<file path="src/hdl/rfop_pkg.sv">
package rfop_pkg;

  localparam int RFOP_DEPTH    = 256;
  localparam int DATA_W        = 8;
  localparam int LEN_W         = 9;
  localparam int OFS_W         = 8;
  localparam int CMD_W         = 2;
  localparam int RFOP_QLEN_RST = 256;

  localparam logic [CMD_W-1:0] CMD_INSERT = 2'd0;
  localparam logic [CMD_W-1:0] CMD_FETCH  = 2'd1;
  localparam logic [CMD_W-1:0] CMD_READ   = 2'd2;
  localparam logic [CMD_W-1:0] CMD_CLEAR  = 2'd3;

  typedef struct packed {
    logic [CMD_W-1:0]  cmd;
    logic [DATA_W-1:0] data_in;
    logic [OFS_W-1:0]  offset;
  } rfop_in_t;

  typedef struct packed {
    logic [DATA_W-1:0] data_out;
    logic              overwrote;
    logic              invalid;
    logic [LEN_W-1:0]  fill_count;
  } rfop_out_t;

  typedef enum logic [0:0] {
    ST_IDLE,
    ST_LOAD
  } rfop_state_t;

  // Controller to datapath commands.
  typedef struct packed {
    logic accept;    // execute the request at this edge
    logic load_out;  // move the pending result into the output register
  } rfop_cmd_t;

endpackage

</file>
<file path="src/hdl/rfop_ctrl.sv">
module rfop_ctrl (
  input  logic                 clk,
  input  logic                 rst_n,
  input  logic                 in_valid,
  output logic                 in_ready,
  output logic                 out_valid,
  input  logic                 out_ready,
  output rfop_pkg::rfop_cmd_t  cmd
);
  import rfop_pkg::*;

  rfop_state_t state_r, state_nxt;
  logic        out_valid_r, out_valid_nxt;
  logic        out_free;

  assign out_free = !out_valid_r || out_ready;

  // Next state.
  always_comb begin
    state_nxt = state_r;
    case (state_r)
      ST_IDLE: begin
        if (in_valid) state_nxt = ST_LOAD;
      end
      ST_LOAD: begin
        if (out_free) state_nxt = ST_IDLE;
      end
      default: state_nxt = ST_IDLE;
    endcase
  end

  // Outputs.
  always_comb begin
    in_ready     = 1'b0;
    cmd.accept   = 1'b0;
    cmd.load_out = 1'b0;
    case (state_r)
      ST_IDLE: begin
        in_ready   = 1'b1;
        cmd.accept = in_valid;
      end
      ST_LOAD: begin
        cmd.load_out = out_free;
      end
      default: begin
        in_ready = 1'b0;
      end
    endcase
  end

  always_comb begin
    out_valid_nxt = out_valid_r;
    if (cmd.load_out) out_valid_nxt = 1'b1;
    else if (out_ready) out_valid_nxt = 1'b0;
  end

  assign out_valid = out_valid_r;

  always_ff @(posedge clk) begin
    if (!rst_n) begin
      state_r     <= ST_IDLE;
      out_valid_r <= 1'b0;
    end else begin
      state_r     <= state_nxt;
      out_valid_r <= out_valid_nxt;
    end
  end

endmodule

</file>
<file path="src/hdl/rfop_dp.sv">
module rfop_dp #(
  parameter int DEPTH = rfop_pkg::RFOP_DEPTH
) (
  input  logic                          clk,
  input  logic                          rst_n,
  input  rfop_pkg::rfop_cmd_t           cmd,
  input  rfop_pkg::rfop_in_t            in_data,
  input  logic                          cfg_we,
  input  logic [rfop_pkg::LEN_W-1:0]    cfg_wdata,
  output rfop_pkg::rfop_out_t           out_data
);
  import rfop_pkg::*;

  localparam int AW = $clog2(DEPTH);
  localparam logic [LEN_W-1:0] LEN_RST =
    (DEPTH < RFOP_QLEN_RST) ? LEN_W'(DEPTH) : LEN_W'(RFOP_QLEN_RST);

  // Sum of two positions below len, wrapped once at len.
  function automatic logic [LEN_W-1:0] wrap_add(input logic [LEN_W-1:0] base,
                                                input logic [LEN_W-1:0] step,
                                                input logic [LEN_W-1:0] len);
    logic [LEN_W:0] t;
    t = {1'b0, base} + {1'b0, step};
    if (t >= {1'b0, len}) t = t - {1'b0, len};
    return t[LEN_W-1:0];
  endfunction

  logic [DATA_W-1:0] ring_mem [DEPTH];
  logic [DATA_W-1:0] rd_data_r;

  logic [LEN_W-1:0]  len_r;
  logic [LEN_W-1:0]  head_r, head_nxt;
  logic [LEN_W-1:0]  count_r, count_nxt;
  logic [LEN_W-1:0]  len_wr;

  logic              pend_rd_r, pend_over_r, pend_bad_r;
  logic [LEN_W-1:0]  pend_fill_r;
  logic              rd_en, wr_en, over, bad;
  logic [LEN_W-1:0]  rd_pos, wr_pos;
  logic [LEN_W-1:0]  head_inc, head_cnt, head_ofs;
  logic              full;

  rfop_out_t         out_r;

  // Clamp the written length to 1..DEPTH.
  always_comb begin
    if (cfg_wdata == '0) len_wr = LEN_W'(1);
    else if (32'(cfg_wdata) > DEPTH) len_wr = LEN_W'(DEPTH);
    else len_wr = cfg_wdata;
  end

  assign full     = count_r >= len_r;
  assign head_inc = wrap_add(head_r, LEN_W'(1), len_r);
  assign head_cnt = wrap_add(head_r, count_r, len_r);
  assign head_ofs = wrap_add(head_r, LEN_W'(in_data.offset), len_r);

  always_comb begin
    head_nxt  = head_r;
    count_nxt = count_r;
    rd_en     = 1'b0;
    wr_en     = 1'b0;
    over      = 1'b0;
    bad       = 1'b0;
    rd_pos    = head_r;
    wr_pos    = full ? head_r : head_cnt;
    case (in_data.cmd)
      CMD_INSERT: begin
        wr_en = 1'b1;
        if (full) begin
          head_nxt = head_inc;
          over     = 1'b1;
        end else begin
          count_nxt = count_r + LEN_W'(1);
        end
      end
      CMD_FETCH: begin
        if (count_r != '0) begin
          rd_en     = 1'b1;
          head_nxt  = head_inc;
          count_nxt = count_r - LEN_W'(1);
        end else begin
          bad = 1'b1;
        end
      end
      CMD_READ: begin
        rd_pos = head_ofs;
        if (LEN_W'(in_data.offset) < count_r) rd_en = 1'b1;
        else bad = 1'b1;
      end
      CMD_CLEAR: begin
        head_nxt  = '0;
        count_nxt = '0;
      end
      default: begin
        head_nxt = head_r;
      end
    endcase
  end

  // Ring storage: at most one write or one registered read per request.
  always_ff @(posedge clk) begin
    if (cmd.accept && wr_en) ring_mem[AW'(wr_pos)] <= in_data.data_in;
    if (cmd.accept && rd_en) rd_data_r <= ring_mem[AW'(rd_pos)];
  end

  always_ff @(posedge clk) begin
    if (!rst_n) begin
      len_r   <= LEN_RST;
      head_r  <= '0;
      count_r <= '0;
    end else if (cfg_we) begin
      len_r   <= len_wr;
      head_r  <= '0;
      count_r <= '0;
    end else if (cmd.accept) begin
      head_r  <= head_nxt;
      count_r <= count_nxt;
    end
  end

  // Hold the flags until the output register frees up.
  always_ff @(posedge clk) begin
    if (cmd.accept) begin
      pend_rd_r   <= rd_en;
      pend_over_r <= over;
      pend_bad_r  <= bad;
      pend_fill_r <= count_nxt;
    end
  end

  always_ff @(posedge clk) begin
    if (cmd.load_out) begin
      out_r.data_out   <= pend_rd_r ? rd_data_r : '0;
      out_r.overwrote  <= pend_over_r;
      out_r.invalid    <= pend_bad_r;
      out_r.fill_count <= pend_fill_r;
    end
  end

  assign out_data = out_r;

endmodule

</file>
<file path="src/hdl/ring_fifo_overwrite_peek.sv">
// Results: an accepted request is registered into the pending flags and
//   the read data register, then moved into the output register once it
//   is free; a new request is taken only after that move.
// Reset: synchronous, active low; ring empty, head 0, length min(256, DEPTH).
//   Ring contents are not cleared and stay undefined until written.
module ring_fifo_overwrite_peek #(
  parameter int DEPTH = rfop_pkg::RFOP_DEPTH
) (
  input  logic                        clk,
  input  logic                        rst_n,
  // request channel
  input  logic                        in_valid,
  output logic                        in_ready,
  input  rfop_pkg::rfop_in_t          in_data,
  // result channel
  output logic                        out_valid,
  input  logic                        out_ready,
  output rfop_pkg::rfop_out_t         out_data,
  // length register write
  input  logic                        cfg_we,
  input  logic [rfop_pkg::LEN_W-1:0]  cfg_wdata
);
  import rfop_pkg::*;

  // Commands from the sequencer to the ring datapath: execute a request
  // (state update, memory write or read), then load the result once the
  // output register is free.
  rfop_cmd_t cmd;

  // Sequencer: idle until a request arrives, then hold in the load state
  // until the previous result has been taken.
  rfop_ctrl u_ctrl (
    .clk       (clk),
    .rst_n     (rst_n),
    .in_valid  (in_valid),
    .in_ready  (in_ready),
    .out_valid (out_valid),
    .out_ready (out_ready),
    .cmd       (cmd)
  );

  // Datapath: head, count and length registers, the ring memory, and the
  // output register. A length write empties the ring and keeps its contents.
  rfop_dp #(
    .DEPTH (DEPTH)
  ) u_dp (
    .clk       (clk),
    .rst_n     (rst_n),
    .cmd       (cmd),
    .in_data   (in_data),
    .cfg_we    (cfg_we),
    .cfg_wdata (cfg_wdata),
    .out_data  (out_data)
  );

endmodule

</file>
<file path="config.mk">
export PLATFORM = sky130hd
export DESIGN_NAME = ring_fifo_overwrite_peek
export DESIGN_NICKNAME = d
export VERILOG_FILES = /design/src/hdl/rfop_pkg.sv /design/src/hdl/rfop_ctrl.sv /design/src/hdl/rfop_dp.sv /design/src/hdl/ring_fifo_overwrite_peek.sv
export SDC_FILE = /design/constraint.sdc
export NUM_CORES = 2
export LEC_CHECK = 0
export ABC_CLOCK_PERIOD_IN_PS = 5400
export BUFFER_PORTS_ARGS = -buffer_cell sky130_fd_sc_hd__buf_2
export CORE_MARGIN = 2
export CORE_UTILIZATION = 40
export CTS_BUF_LIST = sky130_fd_sc_hd__clkbuf_8
export DETAILED_ROUTE_END_ITERATION = 10
export PLACE_DENSITY = 0.55
export SYNTH_ARGS = -nofsm -noshare
export SYNTH_HDL_FRONTEND = slang
export SYNTH_SLANG_ARGS = --single-unit
</file>
<file path="constraint.sdc">
create_clock -name clk -period 5.4 [get_ports clk]
set_input_delay 0.81 -clock clk [delete_from_list [all_inputs] [get_ports clk]]
set_output_delay 0.81 -clock clk [all_outputs]
set_load 0.02 [all_outputs]
</file>
* Word-level counts from Yosys, hierarchy flattened
Memory sizes are Yosys's and may differ from the RTL's. A register that Yosys moved wholly into a read port is not among the register bits. Index checks and enable logic that the tools add are counted.
Cells by class: $add $sub $neg 8, multiplexer cells 31, bitwise gates (word level) 2, equal/unequal tests 5, order comparisons 6, reductions and logical operators 11
Operators by type and width (count):
- two-way mux 9 bit | 7
- one-hot mux 9 bit (3 select lines) | 2
- two-way mux 8 bit | 4
- greater-or-equal comparator 10 x 9 -> 1 bit | 3
- subtractor 8 bit | 2
- two-way mux 1 bit | 15
- adder 9 x 1 -> 10 bit (second input constant) | 1
- adder 9 x 8 -> 10 bit | 1
- adder 9 x 9 -> 10 bit | 1
- adder 9 x 1 -> 9 bit (second input constant) | 1
- greater-or-equal comparator 9 bit | 1
- greater-than comparator 9 bit (second input constant) | 1
- zero test 9 bit | 1
- less-than comparator 8 x 9 -> 1 bit | 1
- nonzero test 9 bit | 1
- subtractor 9 x 1 -> 9 bit (second input constant) | 1
- subtractor 9 bit | 1
- one-hot mux 1 bit (2 select lines) | 3
- == test 2 bit (second input constant) | 2
- inequality test 2 x 1 -> 1 bit (second input constant) | 2
- AND reduction 4 bit | 1
- nonzero test 3 bit | 1
- == test 2 x 1 -> 1 bit (second input constant) | 1
- logical AND 1 bit | 2
- other kinds (6) | 7
Storage, ports and cells: output and inout port bits 21, memories 1, register bits 60, RAM bits 2048, input port bits 32
Memories:
- u_dp.ring_mem | words 256, bits a word 8, rd ports 1, clocked after Yosys merged registers in 1, wr ports 1, RTL line rfop_dp.sv:28 | logic [DATA_W-1:0] ring_mem [DEPTH];

* Logic depth before layout (Yosys ltp)
depth in word-level cells 5, mapped depth 27

* Modules after synthesis
Synthesis repeated with hierarchy kept, for this count alone.
Unflattened totals: cells, all modules 6569, area total of the unflattened synthesis 87611.5 µm²
By module, submodules not included:
- rfop_dp | area each 87501.4 µm², times used 1, cells each 6559, sequential area each 63210.6 µm²
- rfop_ctrl | area each 110.1 µm², times used 1, cells each 10, sequential area each 40.0 µm²

* Least setup slack after synthesis
No wires, ideal clock.
path kind input to register, from input port in_data[1] (netlist bit), to register u_dp.rd_data_r[6], read port of u_dp.ring_mem, data pin, stages on the path 23, arrival 5.415 ns, setup slack -0.287 ns, data required time 5.128 ns, library setup time 0.272 ns, cells stage by stage ha_1 -> a21o_1 -> and4_1 -> o21a_1 -> o21a_1 -> or3_1 -> and2_1 -> ha_1 -> o21a_1 -> o21ai_0 -> o31ai_2 -> nor4_1 -> or2_2 -> buf_2 -> buf_4 -> nor2_1 -> buf_2 -> buf_2 -> nand3_1 -> o2111ai_1 -> nand4_1 -> o311ai_0 -> o31ai_1
Between the ends: word-level cells in the longest chain between the ends 4, elaborated cells between the ends (all ways) 9, those cells by class 2 x add/sub; 2 x order compare; 4 x mux; 1 x reduce/logical
RTL lines:
- start, declared | RTL line ring_fifo_overwrite_peek.sv:14 | input rfop_pkg::rfop_in_t in_data,
- adder 9 x 8 -> 10 bit or less-than comparator 8 x 9 -> 1 bit (tied branches) | RTL line rfop_dp.sv:23, rfop_dp.sv:87
- subtractor 8 bit (tied with other cells) | RTL line rfop_dp.sv:24 | if (t >= {1'b0, len}) t = t - {1'b0, len};
- two-way mux 8 bit or one-hot mux 1 bit (2 select lines) (tied branches) | RTL line rfop_dp.sv:24, rfop_dp.sv:66
- two-way mux 8 bit or logical AND 1 bit (tied branches) | RTL line rfop_dp.sv:66, rfop_dp.sv:103
- end, declared | RTL line rfop_dp.sv:29 | logic [DATA_W-1:0] rd_data_r;
Several ways; a longest one is shown, not always the timed one. A chain may end at the register's enable or synchronous reset.

* Final worst setup path
from register u_dp.head_r[0], to register u_dp.rd_data_r[2], read port of u_dp.ring_mem, data pin
Between the ends: word-level cells in the longest chain between the ends 4, elaborated cells between the ends (all ways) 5, those cells by class 2 x add/sub; 1 x order compare; 2 x mux
RTL lines:
- start, declared | RTL line rfop_dp.sv:32 | logic [LEN_W-1:0] head_r, head_nxt;
- start signal, assigned | RTL line rfop_dp.sv:116 | head_r <= head_nxt;
- adder 9 x 8 -> 10 bit | RTL line rfop_dp.sv:23 | t = {1'b0, base} + {1'b0, step};
- subtractor 8 bit or greater-or-equal comparator 10 x 9 -> 1 bit (tied branches) | RTL line rfop_dp.sv:24
- two-way mux 8 bit | RTL line rfop_dp.sv:24
- two-way mux 8 bit (*) | RTL line rfop_dp.sv:66 | case (in_data.cmd)
Mark *: on every way between the ends. The rest lies on a longest branch, timed or not.

==> metrics.yaml <==
run_status:
  outcome: "complete, but fails checks"
  violations: "setup timing"
setup_path:
  critPathSlowestCell: "o311ai_1"
  path_depth: 23
  required_ps: 6240
  path_cells: "ha_4 > a21o_1 > and4_4 > o21a_1 > o21a_1 > or3_4 > and2_4 > ha_4 > o21a_1 > o21ai_4 > o31a_1 > buf_4 > nand4_1 > buf_8 > nand2_8 > clkbuf_16 > buf_4 > nand2_1 > a21oi_1 > o311ai_1 > a21oi_1 > or4_4 > a32o_1"
  crit_family: "compound AO/OA/AOI/OAI gates"
  slowest_delay_ps: 580
  cp_common_cell: "o21a_1"
  critPathCaptureType: "flip-flop"
  crit_type: "flip-flop to flip-flop"
  worst_setup_path_start_kind: "flip-flop"
  reg2reg_depth: 23
  crit_buf_inv: 4
  cp.arrival_ps: 6610
  path_max_fanout: 7
routing:
  drc: 0
  wl_per_cell_um: 29.87
  ant_nets: 0
  viasPerCell: 5.833
  drt_iter0_drc: 8583
  drt_wl_total_um: 328400
  first_pass_iters: 6
  num_vias: 64145
global_route:
  grt_pass1_wl_um: 450700
  grt_overflow: 0
  antenna_found_initial: 21
  grt_usage: 0.2821
  grt_max_degree: 145
  grt_pass1_vias: 61118
floorplanning:
  pin_count: 53
  num_rows: 171
  die_area_um2: 222200
  dieWidth_um: 471.4
  core_um2: 217200
  start_util: 0.4024
  dieHeight_um: 471.4
yosys:
  avgSynthCellArea_um2: 13.27
  synthCells: 6585
  syn_area_um2: 87390
  synth_seq_cells: 2116
  synthArstFlopShare: 0
  postSynthNetCount: 6690
  synth-edff-count: 2087
  yosys_warnings: 0
  ys_types: 86
  synth_ff_type: "edfxtp_1"
  ys_seq_area_frac: 0.7238
timing:
  setup_slack_ps: -369.7
  fin_crit_sh: 1.068
  period_needed_ps: 5770
  relSlewSlack: 0.2698
  tightest_slew_ps: 1095
  grt_setup_unrepaired: "yes"
  finClkSkew_ps: 109.0
  whs_ps: 98.60
  fmax_mhz: 173.3
  slew_violations: 0
  finalSetupViolations: 8
  hold_viol: 0
place:
  place_congestion: 0.9466
  hpwlAfterDp_um: 211800
  portBuffers: 52
worst_hold_path:
  hold_class: "primary input to flip-flop"
  holdPathStages: 3
power_and_ir_drop:
  irDropWorstVdd_v: 0.0002744
  power_density_nw_per_um2: 333.4
  p_leak_nw: 39.71
  p_total_mw: 37.17
clocking:
  clock_latency_ps: 1120
  clock_path_buffers: 4
  cts-root-buf: "clkbuf_8"
  cts_sinks: 2116
  h-tree-depth: 5
  clk_pin_slew_worst_paths_ps: 60
  cts_tree: "yes"
  numCtsBuffers: 371
flow_run:
  cap_violations: 0
cells_and_area:
  final_layout_size_suffix_gt1_frac: 0.2768
  final_util: 0.5134
  finalNetCount: 7970
  syn2layout_area_growth_pct: 27.58
==> area by class of cell <==
class                           instances  area, um^2
Antenna cell                           10       25.02
Clock inverter                        269        1503
Clock buffer                          371        5106
Fill cell                           18468      105700
Sequential cell                      2116       63260
Inverter                               45       168.9
Multi-Input combinational cell       3995       24500
Timing Repair Buffer                 1336       13360
Tap cell                             2854        3571
==> placed cells by master, fill, tap and decap left out, types with 20 or more instances in the layout <==
cell type	n
mux2i_1	121
a21oi_2	24
buf_6	69
nor3_1	41
a311oi_1	25
clkbuf_8	379
nor2b_1	26
nand3_1	448
nor2_1	152
a22oi_1	27
a221oi_1	35
clkinv_1	87
buf_2	44
nor2_2	60
a21oi_1	272
a31oi_1	149
o211ai_1	32
mux4_2	27
buf_4	977
o21ai_0	89
edfxtp_1	2087
dfxtp_1	27
mux2_2	20
xnor2_1	26
clkinv_2	43
nand2_1	1487
nor2_4	101
inv_1	154
and3_1	112
ha_1	61
buf_16	20
buf_12	181
a32oi_1	24
a211oi_1	62
nand4_1	79
o22ai_1	34
a21o_1	24
==> per-stage QoR <==
step / setup WS [ps] / area, um^2 / setup TNS, ps / cells
floorplan: -77.65 / 87660 / -10500 / 6585
global placement: -1507 / 100100 / -651060 / 10195
detailed placement: -1480 / 100100 / -655350 / 10195
CTS: -302.0 / 108700 / -2098 / 10894
global route: -463.9 / 111500 / -82320 / 10987
finish: -369.7 / 111500 / -2202 / 10996
==> logic make-up (layout without fill, tap and decap cells) <==
| kind of cell | Yosys count | in the layout | share of synthesized area |
|---|---|---|---|
| AND/OR/NAND/NOR | 2668 | 2670 | 0.1333 |
| XOR/XNOR | 34 | 34 | 0.003408 |
| adder cells (fa/ha/maj) | 73 | 73 | 0.01088 |
| AO/OA/AOI/OAI | 1036 | 1036 | 0.07878 |
| multiplexers | 182 | 182 | 0.02523 |
| other | 0 | 10 | 0 |
| flip-flops | 2116 | 2116 | 0.7238 |
| buffers and inverters | 476 | 2021 | 0.02464 |
==> synthesized netlist by cell type (all sizes together) (6+ instances only) <==
| cell type | n | share of area |
|---|---|---|
| o31ai | 16 | 0.0016 |
| o22ai | 36 | 0.0026 |
| o2111ai | 15 | 0.0015 |
| o311ai | 19 | 0.0019 |
| a32oi | 27 | 0.0027 |
| mux4 | 27 | 0.0070 |
| a21o | 24 | 0.0021 |
| a22oi | 31 | 0.0027 |
| and2 | 22 | 0.0016 |
| dfxtp | 29 | 0.0066 |
| or4 | 16 | 0.0014 |
| o211ai | 32 | 0.0027 |
| nand2 | 1495 | 0.064 |
| inv | 45 | 0.0019 |
| nor2b | 61 | 0.0044 |
| o21bai | 10 | 0.00086 |
| xor2 | 6 | 0.00060 |
| mux2i | 128 | 0.015 |
| and3 | 117 | 0.0084 |
| a31oi | 169 | 0.012 |
| mux2 | 27 | 0.0035 |
| o221ai | 22 | 0.0022 |
| o22a | 6 | 0.00060 |
| buf | 315 | 0.018 |
| a21oi | 297 | 0.017 |
| nand3 | 451 | 0.026 |
| a21boi | 10 | 0.00086 |
| nor3 | 49 | 0.0028 |
| a2111oi | 7 | 0.00099 |
| edfxtp | 2087 | 0.72 |
| ha | 68 | 0.0097 |
| or3 | 6 | 0.00043 |
| xnor2 | 28 | 0.0028 |
| o21ai | 106 | 0.0061 |
| nand4 | 79 | 0.0057 |
| clkbuf | 116 | 0.0050 |
| a311oi | 36 | 0.0036 |
| o21a | 11 | 0.00094 |
| a211oi | 76 | 0.0065 |
| a221oi | 47 | 0.0048 |
| nand2b | 11 | 0.00079 |
| nor2 | 313 | 0.014 |
| nor4 | 26 | 0.0021 |
==> layer usage <==
metal / routed length [um] / global-route usage
met5: 51 / 0
met4: 16170 / 0.1221
met3: 34980 / 0.06285
met2: 147500 / 0.4329
met1: 129700 / 0.3858
==> sequential cells by signal, indices dropped and copies added (netlist names) <==
name              cells
u_dp.pend_bad_r       1
u_dp.rd_data_r        8
u_ctrl.state_r        1
u_ctrl.out_valid      1
u_dp.out_data        19
u_dp.len_r            9
u_dp.pend_fill_r      9
u_dp.pend_over_r      1
u_dp.pend_rd_r        1
u_dp.ring_mem      2048
u_dp.head_r           9
u_dp.count_r          9
==> final timing paths <==
path	start	slack, ps	end
max reg2reg	u_dp.head_r[0]	-370	u_dp.rd_data_r[2]
min reg2reg	u_dp.pend_fill_r[1]	420	u_dp.out_data[1]
max	u_dp.head_r[0]	-370	u_dp.rd_data_r[2]
min	out_ready	100	u_ctrl.out_valid
==> worst register-to-register path, stage by stage, from the launching register on <==
cell and delay (ps):
dfxtp_4 370, ha_4 160, a21o_1 200, and4_4 200
o21a_1 180, o21a_1 190, or3_4 330, and2_4 170
ha_4 260, o21a_1 190, o21ai_4 80, o31a_1 300
buf_4 140, nand4_1 180, buf_8 230, nand2_8 200
clkbuf_16 230, buf_4 160, nand2_1 80, a21oi_1 70
o311ai_1 580, a21oi_1 310, or4_4 490, a32o_1 270
==> repair_timing <==
item	CTS	global route
hold buffers	2	0
hold endpoints to repair	2	0
pin swaps	46	88
gates resized for setup	297	346
gates cloned	8	19
endpoints found under the setup margin	1911	1706
setup buffers	50	80
==> power breakdown <==
part	internal, mW	switching, mW	total [mW]
sequential	18.1	0.0144	18.1
clock	7.05	6.68	13.7
combinational	2.05	3.30	5.35
total	27.2	9.99	37.2
Power figures use the tool's default switching activity.
